==> config.mk <==
export PLATFORM = sky130hd
export DESIGN_NAME = triangle_trapezoid_split
export DESIGN_NICKNAME = d
export VERILOG_FILES = /design/src/hw/rtl/tts_pkg.sv /design/src/hw/rtl/triangle_trapezoid_split.sv
export SDC_FILE = /design/constraint.sdc
export NUM_CORES = 2
export LEC_CHECK = 0
export BUFFER_PORTS_ARGS = -buffer_cell sky130_fd_sc_hd__buf_4
export CELL_PAD_IN_SITES_DETAIL_PLACEMENT = 0
export CELL_PAD_IN_SITES_GLOBAL_PLACEMENT = 1
export CORE_MARGIN = 8
export CORE_UTILIZATION = 51
export CTS_CLUSTER_SIZE = 30
export DETAILED_ROUTE_END_ITERATION = 7
export PLACE_DENSITY_LB_ADDON = 0.1
export SLEW_MARGIN = 20
export SYNTH_ARGS = -nofsm -noshare
export SYNTH_HDL_FRONTEND = slang
export SYNTH_SLANG_ARGS = --single-unit
==> constraint.sdc <==
create_clock -name clk -period 17.4 [get_ports clk]
set_input_delay 0.87 -clock clk [delete_from_list [all_inputs] [get_ports clk]]
set_output_delay 0.87 -clock clk [all_outputs]
set_load 0.05 [all_outputs]
==> src/hw/rtl/tts_pkg.sv <==
package tts_pkg;

    // Coordinate width of every vertex and trapezoid y (signed, Q12.4).
    localparam int COORD_BITS = 16;

    // Original vertex index as carried on the edge fields.
    typedef logic [1:0] vidx_t;

    localparam vidx_t VTX_FIRST  = 2'd0;
    localparam vidx_t VTX_SECOND = 2'd1;
    localparam vidx_t VTX_THIRD  = 2'd2;

    typedef logic signed [COORD_BITS-1:0] coord_t;

    // One input word: the three screen vertices.
    typedef struct packed {
        coord_t first_x;
        coord_t first_y;
        coord_t second_x;
        coord_t second_y;
        coord_t third_x;
        coord_t third_y;
    } tri_in_t;

    // One result word: a trapezoid bounded by a left and a right edge.
    typedef struct packed {
        coord_t top_y;
        coord_t bottom_y;
        vidx_t  left_start;
        vidx_t  left_end;
        vidx_t  right_start;
        vidx_t  right_end;
        logic   last;
    } trap_t;

endpackage

==> src/hw/rtl/triangle_trapezoid_split.sv <==
// Triangle to trapezoid split. A triangle word is taken when start is high
// and busy is low; it passes the input register, the sorted stage and the
// result register, and its first trapezoid appears on trap with trap_valid
// high for exactly one cycle. Degenerate triangles (all y equal or all x
// equal) give no word, flat-top and flat-bottom triangles give one, and all
// others give two on consecutive cycles, the second one marked by last. The
// receiver cannot stall: every strobed word must be taken in that cycle. A
// triangle enters every cycle while the result port is free; a triangle that
// splits in two holds the result port while its second word is pending, so a
// stream of such triangles stalls the input. That single result port is the only thing that raises busy.
module triangle_trapezoid_split
(
    input  logic             clk,
    input  logic             rst_n,
    input  logic             start,
    output logic             busy,
    input  tts_pkg::tri_in_t vertices,
    output logic             trap_valid,
    output tts_pkg::trap_t   trap
);

    localparam int CW = tts_pkg::COORD_BITS;

    typedef struct packed {
        tts_pkg::coord_t x;
        tts_pkg::coord_t y;
        tts_pkg::vidx_t  idx;
    } vertex_t;

    typedef enum logic [1:0] {
        KIND_DROP,
        KIND_FLAT_TOP,
        KIND_FLAT_BOTTOM,
        KIND_SPLIT
    } kind_t;

    typedef logic signed [CW:0]     diff_t;
    typedef logic signed [2*CW+1:0] prod_t;

    // Input stage.
    logic             in_valid_reg;
    tts_pkg::tri_in_t in_reg;

    // Sorted stage.
    logic    srt_valid_reg;
    kind_t   srt_kind_reg,  srt_kind_next;
    vertex_t srt_top_reg,   srt_top_next;
    vertex_t srt_mid_reg,   srt_mid_next;
    vertex_t srt_bot_reg,   srt_bot_next;
    diff_t   dxb_reg, dxb_next;
    diff_t   dyc_reg, dyc_next;
    diff_t   dxc_reg, dxc_next;
    diff_t   dyb_reg, dyb_next;

    // Result stage with one pending word for the second trapezoid.
    logic           trap_valid_reg;
    tts_pkg::trap_t trap_reg;
    logic           pend_valid_reg;
    tts_pkg::trap_t pend_reg;

    logic accept;
    logic srt_free;
    logic emit_first;

    // Handshake: the sorted stage frees up unless a pending word blocks it.
    assign srt_free   = !srt_valid_reg || !pend_valid_reg;
    assign busy       = in_valid_reg && !srt_free;
    assign accept     = start && !busy;
    assign trap_valid = trap_valid_reg;
    assign trap       = trap_reg;

    // Sort by y with three compare-and-swap steps, then classify.
    always_comb
    begin
        vertex_t p;
        vertex_t q;
        vertex_t r;
        vertex_t t;
        logic    all_y_eq;
        logic    all_x_eq;

        t     = '0;
        p.x   = in_reg.first_x;
        p.y   = in_reg.first_y;
        p.idx = tts_pkg::VTX_FIRST;
        q.x   = in_reg.second_x;
        q.y   = in_reg.second_y;
        q.idx = tts_pkg::VTX_SECOND;
        r.x   = in_reg.third_x;
        r.y   = in_reg.third_y;
        r.idx = tts_pkg::VTX_THIRD;

        // Swap only on strictly greater y; equal y need not keep input order.
        if (p.y > q.y)
        begin
            t = p; p = q; q = t;
        end
        if (p.y > r.y)
        begin
            t = p; p = r; r = t;
        end
        if (q.y > r.y)
        begin
            t = q; q = r; r = t;
        end

        all_y_eq = (in_reg.first_y == in_reg.second_y) && (in_reg.second_y == in_reg.third_y);
        all_x_eq = (in_reg.first_x == in_reg.second_x) && (in_reg.second_x == in_reg.third_x);

        if (all_y_eq || all_x_eq)
        begin
            srt_kind_next = KIND_DROP;
        end
        else if (p.y == q.y)
        begin
            // Flat top: order the two upper vertices by x.
            srt_kind_next = KIND_FLAT_TOP;
            if (p.x > q.x)
            begin
                t = p; p = q; q = t;
            end
        end
        else if (q.y == r.y)
        begin
            // Flat bottom: order the two lower vertices by x.
            srt_kind_next = KIND_FLAT_BOTTOM;
            if (q.x > r.x)
            begin
                t = q; q = r; r = t;
            end
        end
        else
        begin
            srt_kind_next = KIND_SPLIT;
        end

        srt_top_next = p;
        srt_mid_next = q;
        srt_bot_next = r;

        // Edge deltas for the side test of the middle vertex.
        dxb_next = diff_t'({q.x[CW-1], q.x}) - diff_t'({p.x[CW-1], p.x});
        dyc_next = diff_t'({r.y[CW-1], r.y}) - diff_t'({p.y[CW-1], p.y});
        dxc_next = diff_t'({r.x[CW-1], r.x}) - diff_t'({p.x[CW-1], p.x});
        dyb_next = diff_t'({q.y[CW-1], q.y}) - diff_t'({p.y[CW-1], p.y});
    end

    // Side test and trapezoid assembly.
    prod_t          lhs_prod;
    prod_t          rhs_prod;
    logic           mid_left;
    logic           two_words;
    tts_pkg::trap_t first_word;
    tts_pkg::trap_t second_word;

    assign lhs_prod = dxb_reg * dyc_reg;
    assign rhs_prod = dxc_reg * dyb_reg;
    // Exact cross-multiplied compare; collinear counts as left.
    assign mid_left = (lhs_prod <= rhs_prod);

    always_comb
    begin
        first_word  = '0;
        second_word = '0;
        two_words   = 1'b0;
        case (srt_kind_reg)
            KIND_FLAT_TOP:
            begin
                first_word = '{srt_top_reg.y, srt_bot_reg.y, srt_top_reg.idx,
                               srt_bot_reg.idx, srt_mid_reg.idx, srt_bot_reg.idx, 1'b1};
            end
            KIND_FLAT_BOTTOM:
            begin
                first_word = '{srt_top_reg.y, srt_bot_reg.y, srt_top_reg.idx,
                               srt_mid_reg.idx, srt_top_reg.idx, srt_bot_reg.idx, 1'b1};
            end
            KIND_SPLIT:
            begin
                two_words = 1'b1;
                if (mid_left)
                begin
                    first_word  = '{srt_top_reg.y, srt_mid_reg.y, srt_top_reg.idx,
                                    srt_mid_reg.idx, srt_top_reg.idx, srt_bot_reg.idx, 1'b0};
                    second_word = '{srt_mid_reg.y, srt_bot_reg.y, srt_mid_reg.idx,
                                    srt_bot_reg.idx, srt_top_reg.idx, srt_bot_reg.idx, 1'b1};
                end
                else
                begin
                    first_word  = '{srt_top_reg.y, srt_mid_reg.y, srt_top_reg.idx,
                                    srt_bot_reg.idx, srt_top_reg.idx, srt_mid_reg.idx, 1'b0};
                    second_word = '{srt_mid_reg.y, srt_bot_reg.y, srt_top_reg.idx,
                                    srt_bot_reg.idx, srt_mid_reg.idx, srt_bot_reg.idx, 1'b1};
                end
            end
            default:
            begin
                first_word  = '0;
                second_word = '0;
                two_words   = 1'b0;
            end
        endcase
    end

    assign emit_first = srt_valid_reg && !pend_valid_reg && (srt_kind_reg != KIND_DROP);

    // Control registers.
    always_ff @(posedge clk or negedge rst_n)
    begin
        if (!rst_n)
        begin
            in_valid_reg   <= 1'b0;
            srt_valid_reg  <= 1'b0;
            trap_valid_reg <= 1'b0;
            pend_valid_reg <= 1'b0;
        end
        else
        begin
            in_valid_reg   <= accept || busy;
            if (srt_free)
            begin
                srt_valid_reg <= in_valid_reg;
            end
            trap_valid_reg <= emit_first || pend_valid_reg;
            pend_valid_reg <= emit_first && two_words;
        end
    end

    // Payload registers.
    always_ff @(posedge clk)
    begin
        if (accept)
        begin
            in_reg <= vertices;
        end
        if (srt_free)
        begin
            srt_kind_reg <= srt_kind_next;
            srt_top_reg  <= srt_top_next;
            srt_mid_reg  <= srt_mid_next;
            srt_bot_reg  <= srt_bot_next;
            dxb_reg      <= dxb_next;
            dyc_reg      <= dyc_next;
            dxc_reg      <= dxc_next;
            dyb_reg      <= dyb_next;
        end
        trap_reg <= pend_valid_reg ? pend_reg : first_word;
        if (emit_first)
        begin
            pend_reg <= second_word;
        end
    end

    // A pending second word is always shown in the very next cycle.
    assert property (@(posedge clk) disable iff (!rst_n)
        pend_valid_reg |=> (trap_valid && trap.last && !pend_valid_reg))
        else $error("pending trapezoid not delivered in the next cycle");

    // A word without last is always followed by its partner.
    assert property (@(posedge clk) disable iff (!rst_n)
        (trap_valid && !trap.last) |-> pend_valid_reg)
        else $error("first trapezoid strobed without a pending second one");

    // Busy only when every stage ahead of the result port is full.
    assert property (@(posedge clk) disable iff (!rst_n)
        busy |-> (in_valid_reg && srt_valid_reg && pend_valid_reg))
        else $error("busy raised while a stage is free");

    // A split triangle always gives its two words on consecutive result cycles.
    assert property (@(posedge clk) disable iff (!rst_n)
        (emit_first && two_words) |=> (trap_valid && !trap.last) ##1 (trap_valid && trap.last))
        else $error("split triangle did not give two consecutive trapezoids");

endmodule

==> metrics.md <==
| Metric | Value |
|---|---|
| Layout cells sized above 1 | `6.72%` |
| Yosys reg bits | `304` |
| Via-per-instance ratio | `5.53` |
| Dominant cell type by count on the critical path | `o21ai_0` |
| Final critical delay including setup and external delays | `14,640 ps` |
| Count of pins over their slew limit | `0` |
| Met2 track demand over resource | `44.0%` |
| Yosys warning total | `0` |
| Buffer depth of the longest clock path | `3` |
| Proportion of synthesized flip-flops having asynchronous set or reset | `1.32%` |
| Via count of the first global-routing pass | `31.4k` |
| Die area | `90,100 um2` |
| DRC viols | `0` |
| Number of buffers added by the clock tree synthesis step | `28` |
| Rows | `104` |
| Overall Global Routing Usage | `25.1%` |
| Number of DRC violations after detailed-routing iteration 0 | `1,757` |
| Element type at the critical path start | `register` |
| Max-cap violation count | `0` |
| Sequential-to-total area share from yosys stat | `21.1%` |
| Most frequently used flop master after synthesis | `edfxtp_1` |
| Hold Fails Final Rpt | `0` |
| Class of the most critical setup path | `reg2reg` |
| Most common library cell in the layout ignoring fill and taps | `inv_1` |
| DPL Wire Length | `90,400 um` |
| Setup repair bufs after CTS | `0` |
| Kind of end point of the critical path | `register` |
| Global route hottest layer | `met2` |
| Distinct cell type count of the synthesized netlist | `91` |
| Fillers | `7,347` |
| Portion of the clock cycle consumed by the worst path in the final layout | `84.2%` |
| Final GP Congestion | `0.918` |
| Syn-to-layout area delta | `7.84%` |
| Data arrival time of the worst path | `15,000 ps` |
| Number of setup violations in the final report | `0` |
| Max-slew headroom at the worst pin | `20.4%` |
| Data required time of the worst path | `17,750 ps` |
| # hold bufs at CTS | `0` |
| Class of the worst hold path | `in2async` |
| # IOs | `142` |
| Largest driver fanout on the critical path | `58` |
| Total Negative Setup Slacks | `0 ps` |
| Count of input and output buffers | `141` |
| CTS tree | `built` |
| Antenna viol nets, final | `0` |
| Number of nets in the layout | `5,473` |
| Max Fclk | `68.3 MHz` |
| Count of cells along the worst register-to-register path | `62` |
| Quantity of gates resized following cts | `0` |
| Least-Margin Pin Slew | `1180 ps` |
| Syn_nets | `5,417` |
| Horizontal die dimension | `300 um` |
| Count of clock tree sinks | `304` |
| Core ar. | `80,300 um2` |
| Number of cells produced by synthesis | `4,371` |
| Routed wire per std cell | `20.5 um` |
| Number of levels in the clock H-tree | `1` |
| Number of antenna violations at the first check in global routing | `1` |
| Outcome | `finished clean` |
| Family with the most delay on the worst path | `compound AO/OA/AOI/OAI gates` |
| Longest individual stage delay on the worst path | `670 ps` |
| Slowest cell on the critical path | `o31ai_4` |
| Skew-Pair Late Insertion Delay | `600 ps` |
| Congestion Overflow GR | `0` |
| Wire length of the first global-routing pass | `178,000 um` |
| Sum of buffers and inverters on the critical path | `9` |
| Avg Inst Size Synth | `9.42 um2` |
| Number of flip-flops in the largest register | `96` |
| Worst clock skew on the final layout | `21.1 ps` |
| Number of flops mapped to enable cells by yosys | `259` |
| Syn Std Cell Area | `41,200 um2` |
| Initial core utilization | `51.3%` |
| Clock tree root buffer cell | `clkbuf_16` |
| Most used cells in the layout excluding fill and tap cells | `inv_1, fa_1, nand2_1` |
| CP Depth | `62` |
| RSZ-0062 raised after global routing | `no` |
| Number of vias in the routed layout | `30.4k` |
| Die Height | `300 um` |
| Clock edge transition at the registers on the reported setup and hold paths | `70 ps` |
| Number of detailed-routing iterations run before antenna repair | `6` |
| Met1 track demand over resource | `32.9%` |
| Drt total wl | `113,000 um` |
| Met3 layer usage reported by global route | `2.17%` |
| Largest net degree at the start of global routing | `77` |
==> synth_stat cells, types with 5 or more instances <==
cell,count,area (um2)
clkbuf_1,160,601
o22ai_1,40,250
a211oi_1,21,158
buf_1,10,37.5
a21oi_1,236,1180
or3_1,11,68.8
nand4_1,28,175
o21ai_1,7,35.0
dfxtp_1,41,821
a21boi_0,10,75.1
a31oi_1,11,68.8
o32ai_1,10,87.6
or2_2,10,62.6
mux2i_1,28,280
mux2_2,12,135
fa_1,596,11900
xor2_1,64,561
nand2_1,465,1750
nor2b_1,24,150
nand2b_1,55,344
nor2_1,175,657
o21bai_1,20,150
a22o_1,19,166
and3_1,24,150
o221ai_1,8,70.1
o211ai_1,7,52.6
nor3_1,77,385
inv_1,756,2840
edfxtp_1,259,7780
o21ai_0,161,806
nand3_1,37,185
and2_1,312,1950
o22a_1,29,254
ha_1,351,4390
a21o_1,50,375
xnor2_1,104,911
nor4_1,13,81.3
o21a_1,26,195
o31ai_1,5,37.5
a22oi_1,7,52.6
==> kinds of logic after synthesis <==
| group | count (synthesis) | synth area share [%] |
|---|---|---|
| adders and majority gates | 949 | 39.7 |
| and+or+nand+nor | 1243 | 14.7 |
| buffers and inverters | 933 | 8.53 |
| DFF | 304 | 21.1 |
| AOI/OAI and AO/OA | 732 | 11.3 |
| xor gates and xnor gates | 168 | 3.57 |
| muxes | 42 | 1.10 |
==> per-layer routing <==
layer	share of wire [%]	routed length, um
met3	4.7	5330
met1	42	47400
met2	50	56400
met4	3.2	3590
met5	0	0
==> through the flow <==
stage	setup WS [ps]	instance area, um2	hold WS, ps	utilization, %	std cells
after floorplan	4770	41200	412	-	4371
after global placement	3170	43400	427	54.1	5457
after detailed placement	2980	43400	432	54.1	5457
after CTS	2910	44400	42.4	55.3	5508
after global routing	1510	44400	51.4	55.3	5508
final	2760	44400	69.6	55.3	5509
==> area by class of cell <==
type | count | area (um2) | share of cell area, %
Tap cell | 1060 | 1330 | 2.99
Timing Repair Buffer | 202 | 1520 | 3.41
Clock buffer | 39 | 857 | 1.93
Sequential cell | 304 | 8700 | 19.6
Antenna cell | 1 | 2.50 | 0.00563
Inverter | 757 | 2840 | 6.40
Multi-Input combinational cell | 3134 | 29000 | 65.4
Clock inverter | 12 | 136 | 0.307
==> final timing paths <==
path / from / end / slack [ps]
min: rst_n / trap_valid / 70
max in group asynchronous: rst_n / pend_valid_reg / 17210
max reg2reg: in_reg[46] / dyb_reg[15] / 2760
min in group clk: pend_reg[3] / trap[3] / 430
min reg2reg: pend_reg[3] / trap[3] / 430
max: in_reg[46] / dyb_reg[15] / 2760
Power is not shown: default switching activity piles up to over one toggle a cycle in this logic, so the estimate is an artifact.
